File: src/rtl/assert_macros.svh
// Assertion macros shared by the RGBE converter RTL.
// Depends on nothing; included by modules that carry assertions.
`ifndef ASSERT_MACROS_SVH
`define ASSERT_MACROS_SVH

// Implication checked on every rising clock edge outside reset.
`define ASSERT_IMPL(label, clk, rstn, ante, cons) \
    label: assert property (@(posedge clk) disable iff (!rstn) (ante) |-> (cons)) \
        else $error("assertion failed");

// Next-cycle implication outside reset.
`define ASSERT_NEXT(label, clk, rstn, ante, cons) \
    label: assert property (@(posedge clk) disable iff (!rstn) (ante) |=> (cons)) \
        else $error("assertion failed");

`endif

File: src/rtl/rgbe_pkg.sv
// Package for the RGBE converter: payload structs, operation codes, helpers.
// No dependencies.
package rgbe_pkg;

    typedef enum logic {
        FUNC_DECODE = 1'b0,
        FUNC_ENCODE = 1'b1
    } func_t;

    typedef struct packed {
        logic        func;
        logic [31:0] rgbe_in;
        logic [31:0] red_in;
        logic [31:0] green_in;
        logic [31:0] blue_in;
    } req_t;

    typedef struct packed {
        logic [31:0] rgbe_out;
        logic [31:0] red_out;
        logic [31:0] green_out;
        logic [31:0] blue_out;
        logic        out_of_range;
    } rsp_t;

    localparam logic [31:0] TINY_BITS = 32'h0A4F_B11F;
    localparam logic [7:0]  EXP_SAT   = 8'd254;

    // One mantissa byte to IEEE single, given a nonzero shared exponent byte.
    function automatic logic [31:0] decode_chan(input logic [7:0] m, input logic [7:0] e);
        logic [2:0]  p;
        logic [9:0]  biased;
        logic [30:0] sh;
        p = 3'd0;
        for (int i = 1; i < 8; i++) begin
            if (m[i]) p = i[2:0];
        end
        biased = {7'd0, p} + {2'd0, e} - 10'd9;
        if (m == 8'd0) begin
            decode_chan = 32'd0;
        end else if (biased[9] || biased == 10'd0) begin
            // subnormal: m << (e + 13), e <= 9 here
            sh = {23'd0, m} << (e[4:0] + 5'd13);
            decode_chan = {9'd0, sh[22:0]};
        end else begin
            sh = {23'd0, m} << (5'd23 - {2'd0, p});
            decode_chan = {1'b0, biased[7:0], sh[22:0]};
        end
    endfunction

    // Truncated mantissa byte for one clamped component against max exponent.
    function automatic logic [7:0] encode_chan(input logic [31:0] bits, input logic [7:0] mexp);
        logic [7:0]  b;
        logic [7:0]  eb;
        logic [23:0] s;
        logic [8:0]  k;
        logic [23:0] sh;
        b  = bits[30:23];
        eb = (b != 8'd0) ? b : 8'd1;
        s  = {(b != 8'd0), bits[22:0]};
        k  = {1'b0, mexp} - {1'b0, eb} + 9'd16;
        sh = s >> k[4:0];
        if (eb > mexp || k >= 9'd32) begin
            encode_chan = 8'd0;
        end else begin
            encode_chan = sh[7:0];
        end
    endfunction

endpackage

File: src/rtl/rgbe_core.sv
// Combinational RGBE decode/encode datapath for one request.
// Depends on rgbe_pkg.
module rgbe_core
    import rgbe_pkg::*;
(
    input  req_t req,
    output rsp_t rsp
);
    logic [31:0] c0, c1, c2, mx01, mx;
    logic        bad;
    logic [7:0]  e, mexp;
    logic [7:0]  mexp2;

    // clamp negatives, pick the largest bit pattern
    assign c0   = req.red_in[31]   ? 32'd0 : req.red_in;
    assign c1   = req.green_in[31] ? 32'd0 : req.green_in;
    assign c2   = req.blue_in[31]  ? 32'd0 : req.blue_in;
    assign mx01 = (c1 > c0) ? c1 : c0;
    assign mx   = (c2 > mx01) ? c2 : mx01;
    assign bad  = (&req.red_in[30:23]) | (&req.green_in[30:23]) | (&req.blue_in[30:23]);
    assign mexp = mx[30:23];
    assign mexp2 = mexp + 8'd2;
    assign e    = req.rgbe_in[31:24];

    always_comb begin
        rsp = '0;
        if (req.func == FUNC_DECODE) begin
            if (e != 8'd0) begin
                rsp.red_out   = decode_chan(req.rgbe_in[7:0], e);
                rsp.green_out = decode_chan(req.rgbe_in[15:8], e);
                rsp.blue_out  = decode_chan(req.rgbe_in[23:16], e);
            end
        end else if (bad || (mx >= TINY_BITS && mexp >= EXP_SAT)) begin
            rsp.rgbe_out     = 32'hFFFF_FFFF;
            rsp.out_of_range = 1'b1;
        end else if (mx >= TINY_BITS) begin
            rsp.rgbe_out = {mexp2, encode_chan(c2, mexp), encode_chan(c1, mexp),
                            encode_chan(c0, mexp)};
        end
    end
endmodule

File: src/rtl/rgbe_float_converter.sv
// Top level of the RGBE converter: input register, datapath, result register.
// Depends on rgbe_pkg, rgbe_core and assert_macros.svh.
//
//  channel | ports             | payload
//  input   | s_valid / s_ready | s_data (req_t)
//  result  | m_valid / m_ready | m_data (rsp_t)
//
// One request per clock unless m_ready stalls the result register.
// The whole conversion is one combinational pass between the two registers.
// aresetn clears both valid flags synchronously.
// A stalled result holds the result stage; the input stage holds its request
// until the result stage frees, so nothing is lost under back-pressure.
`include "assert_macros.svh"
module rgbe_float_converter
    import rgbe_pkg::*;
(
    input  logic aclk,
    input  logic aresetn,
    input  logic s_valid,
    output logic s_ready,
    input  req_t s_data,
    output logic m_valid,
    input  logic m_ready,
    output rsp_t m_data
);
    logic in_vld_reg, out_vld_reg;
    req_t in_reg;
    rsp_t out_reg, core_rsp;
    logic adv;

    rgbe_core u_core (.req(in_reg), .rsp(core_rsp));

    // stage moves when result slot is empty or being taken
    assign adv     = !out_vld_reg || m_ready;
    assign s_ready = !in_vld_reg || adv;
    assign m_valid = out_vld_reg;
    assign m_data  = out_reg;

    always_ff @(posedge aclk) begin
        if (!aresetn) begin
            in_vld_reg  <= 1'b0;
            out_vld_reg <= 1'b0;
        end else begin
            if (s_ready) in_vld_reg <= s_valid;
            if (adv) out_vld_reg <= in_vld_reg;
        end
    end

    // payload registers
    always_ff @(posedge aclk) begin
        if (s_ready && s_valid) in_reg <= s_data;
        if (adv && in_vld_reg) out_reg <= core_rsp;
    end

    `ASSERT_NEXT(a_hold, aclk, aresetn, m_valid && !m_ready, m_valid && $stable(m_data))
    `ASSERT_IMPL(a_dec_flag, aclk, aresetn, m_valid && m_data.rgbe_out == 32'd0 && m_data.red_out != 32'd0, !m_data.out_of_range)
    `ASSERT_NEXT(a_flow, aclk, aresetn, in_vld_reg && adv, out_vld_reg)
    `ASSERT_IMPL(a_flag_sat, aclk, aresetn, m_valid && m_data.out_of_range, m_data.rgbe_out == 32'hFFFF_FFFF)
endmodule
File: config.mk
export PLATFORM = sky130hd
export DESIGN_NAME = rgbe_float_converter
export DESIGN_NICKNAME = d
export VERILOG_FILES = /design/src/rtl/rgbe_pkg.sv /design/src/rtl/rgbe_core.sv /design/src/rtl/rgbe_float_converter.sv
export VERILOG_INCLUDE_DIRS = /design/src /design/src/rtl
export SDC_FILE = /design/constraint.sdc
export NUM_CORES = 1
export LEC_CHECK = 0
export BUFFER_PORTS_ARGS = -buffer_cell sky130_fd_sc_hd__buf_2
export CORE_MARGIN = 2
export CORE_UTILIZATION = 53
export DETAILED_ROUTE_END_ITERATION = 16
export GPL_ROUTABILITY_DRIVEN = 1
export GPL_TIMING_DRIVEN = 0
export PLACE_DENSITY = 0.77
export SKIP_LAST_GASP = 1
export SYNTH_ARGS = -nofsm -noshare
export SYNTH_HDL_FRONTEND = slang
export SYNTH_SLANG_ARGS = --single-unit
File: constraint.sdc
create_clock -name aclk -period 8.85 [get_ports aclk]
set_input_delay 2.655 -clock aclk [delete_from_list [all_inputs] [get_ports aclk]]
set_output_delay 2.655 -clock aclk [all_outputs]
set_load 0.02 [all_outputs]
==> run_results.csv <==
group,metric,value,unit
status,status,"completed",
power,p_leak,9.25,nW
clock_network,cts.sinks,257,
yosys,synth_edf_count,255,
clock_network,htreeDepth,1,
power,clkPwrFrac,24.0,%
yosys,ys_ff_latch,257,
setup_path,critPathTopFamily,"compound AO/OA/AOI/OAI gates",
drt,ant_nets,0,
layout,final_common_cell,"buf_2",
drt,num_vias,16700,
power,pwr-share-seq,29.9,%
power,comb_power_share,46.1,%
timing,worstMarginPinSlew,1130,ps
setup_path,timing.critical_path.buf_inv,9,
global_routing,grt_max_degree,77,
setup_path,regToRegStartpoint,"in_reg[95]$_DFFE_PP_",
drt,drc,0,
min_path,hp-class,"reg -> reg",
setup_path,cp_slowest_cell,"fa_2",
die,core.rowCount,69,
setup_path,required,9130,ps
layout,nets,2582,
die,coreArea,35400,µm²
timing,fmax,0.117,GHz
die,ioPinCount,264,
yosys,post_synth.cell_area_avg,9.59,µm²
yosys,ys_warn_count,0,
placement,gp_congestion,0.980,
timing,max-slew-margin-rel,24.9,%
drt,wl,56200,µm
clock_network,clock_path_buffers,3,
clock_network,cts_tree,"yes",
min_path,holdPathStages,1,
power,p_sw_share,39.5,%
timing,slew_viol_final,0,
power,power_density,220,nW/µm²
timing,period_share,96.8,%
min_path,min_to,"m_valid$_SDFFE_PN0P_",
die,die_h,193,µm
timing,min_period,8570,ps
yosys,yosysUniqueCellTypes,89,
layout,multi_input_area,10600,µm²
layout,regArea,7700,µm²
layout,area_growth_syn_to_layout,17.5,%
power,switchingPower,1.94,mW
global_routing,grt.total_usage,29.4,%
run,cap_violations,0,
setup_path,reg2reg_slack,280,ps
placement,dpl.hpwl,44100,µm
yosys,syn_inst,1976,
min_path,min_from,"in_vld_reg$_SDFFE_PN0N_",
layout,layout_common_cells,"buf_2 (285), edfxtp_1 (255), a21oi_1 (173)",
yosys,synthFlopType,"edfxtp_1",
timing,hold_ws,537,ps
clock_network,cts.clk_slew.worst_paths,60,ps
drt,dr.pass1.iters,6,
yosys,yosysSeqAreaShare,40.6,%
timing,finalSetupViolations,0,
global_routing,overflow,0,
setup_path,path_class,"reg -> reg",
drt,drt_iter0_markers,1257,
global_routing,antenna_found_initial,5,
setup_path,cp_max_fo,10,
global_routing,grt_first_pass_wirelength,85700,µm
drt,wl_per_cell,20.3,µm
yosys,async_flop_share,0,%
clock_network,insertion_delay,560,ps
setup_path,cp.arrival,8850,ps
layout,final_util,62.9,%
setup_path,rr_endpoint,"m_data[98]$_SDFFCE_PN0P_",
clock_network,numCtsBuffers,28,
timing,hold_viol,0,
layout,final_layout_size_suffix_gt1_share,20.4,%
setup_path,timing.critical_path.mode_cell,"a21oi_1",
setup_path,cp-start-kind,"flip-flop",
yosys,netlist_area,18900,µm²
die,die_area,37300,µm²
layout,final.fill_count,2997,
placement,port_buffers,260,
die,die_w,193,µm
setup_path,critPathMaxStageDelay,420,ps
power,p_int,2.96,mW
setup_path,rr_worst_depth,38,
die,start_util,53.5,%
global_routing,grt_pass1_vias,16000,
setup_path,worst_setup_path_end_kind,"flip-flop",
power,vdd_drop_max,0.178,mV
layout,largest_reg_flops,129,
timing,skew,14.9,ps
drt,detail_route.vias_per_cell,6.02,
clock_network,cts_root_buffer,"clkbuf_16",
## logic make-up after synthesis
family / Yosys count / share of synthesized area [%]
other cells: 1 / 0.0198
buf+inv: 220 / 4.73
simple gates: 635 / 16.5
compound gates: 526 / 17.6
xor+xnor: 44 / 2.03
fa+ha+maj: 165 / 11.3
mux: 128 / 7.21
flops: 257 / 40.6
## Yosys cell counts, types with 6 or more instances
cell,number,area (µm²)
a211oi_1,11,82.6
a21o_1,24,180
a21oi_1,175,876
a221oi_1,9,78.8
a22o_1,12,105
a31oi_1,13,81.3
and2_1,11,68.8
and3_1,9,56.3
buf_1,7,26.3
buf_2,19,95.1
buf_4,8,60.1
clkbuf_1,59,221
edfxtp_1,255,7660
fa_1,9,180
ha_1,156,1950
inv_1,117,439
mux2_2,30,338
mux2i_1,88,881
nand2_1,172,646
nand2b_1,43,269
nand3_1,45,225
nand4_1,39,244
nor2_1,151,567
nor2b_1,56,350
nor3_1,38,190
nor3b_1,8,60.1
nor4_1,13,81.3
o211ai_1,26,195
o21a_1,17,128
o21ai_0,98,490
o21ai_1,17,85.1
o21bai_1,8,60.1
o221ai_1,6,52.6
o22ai_1,36,225
o2bb2ai_1,12,105
o31ai_1,7,52.6
o32ai_1,8,70.1
or3_1,11,68.8
or4_1,8,60.1
xnor2_1,26,228
xor2_1,18,158
## power by group through the flow
stage	Sequential (mW)	Clock (mW)	Combinational (mW)
floorplan	1.54	0	1.48
global placement	1.50	0	2.03
detailed placement	1.49	0	2.06
CTS	1.47	1.19	2.16
global route	1.47	1.24	2.48
finish	1.47	1.18	2.26
## worst max-delay path by stage
stage                     cells after the start                         to            startpoint  slack (ps)
after floorplan                              37  m_data[101]$_SDFFCE_PN0P_  in_reg[95]$_DFFE_PP_         960
after global placement                       35  m_data[103]$_SDFFCE_PN0P_  in_reg[95]$_DFFE_PP_       -1520
after detailed placement                     33  m_data[101]$_SDFFCE_PN0P_  in_reg[95]$_DFFE_PP_       -1620
after CTS                                    36  m_data[103]$_SDFFCE_PN0P_  in_reg[63]$_DFFE_PP_          80
after global routing                         37  m_data[101]$_SDFFCE_PN0P_  in_reg[95]$_DFFE_PP_        -100
final                                        38   m_data[98]$_SDFFCE_PN0P_  in_reg[95]$_DFFE_PP_         280
## metrics by stage
stage / total power, mW / worst slack [ps] / area [µm²] / setup TNS, ps / cells
after floorplan: 3.01 / 957 / 19000 / 0 / 1978
after global placement: 3.53 / -1520 / 20800 / -34160 / 2699
after detailed placement: 3.56 / -1620 / 20900 / -36110 / 2703
after CTS: 4.81 / 75.0 / 22100 / 0 / 2761
after global routing: 5.19 / -104 / 22300 / -570 / 2772
final: 4.90 / 282 / 22300 / 0 / 2773
## metal layers
metal / global-route usage (%) / share of wire [%] / vias to the layer above
li1: - / - / 7951
met1: 36.4 / 40 / 7848
met2: 50.2 / 48 / 731
met3: 3.69 / 6.5 / 158
met4: 16.0 / 5.1 / 0
met5: 0 / 0 / -
## timing repair
item / in CTS / in global routing
cloned: 0 / 0
pin swaps: 5 / 4
setup buffers: 7 / 6
endpoints found under the setup margin: 29 / 24
hold buffers: 0 / 0
hold endpoints to repair: 0 / 0
resized for setup: 35 / 34
## cell type report
type,instances,area share [%]
diodes,6,0.0675
plain buffers,94,2.01
clock buffers,32,3.31
clock inverters,20,0.900
inverters,125,2.14
multi-input cells,1501,47.7
flip-flops and latches,257,34.6
well taps,461,2.59
repair buffers,277,6.67
Power figures use the tool's default switching activity.
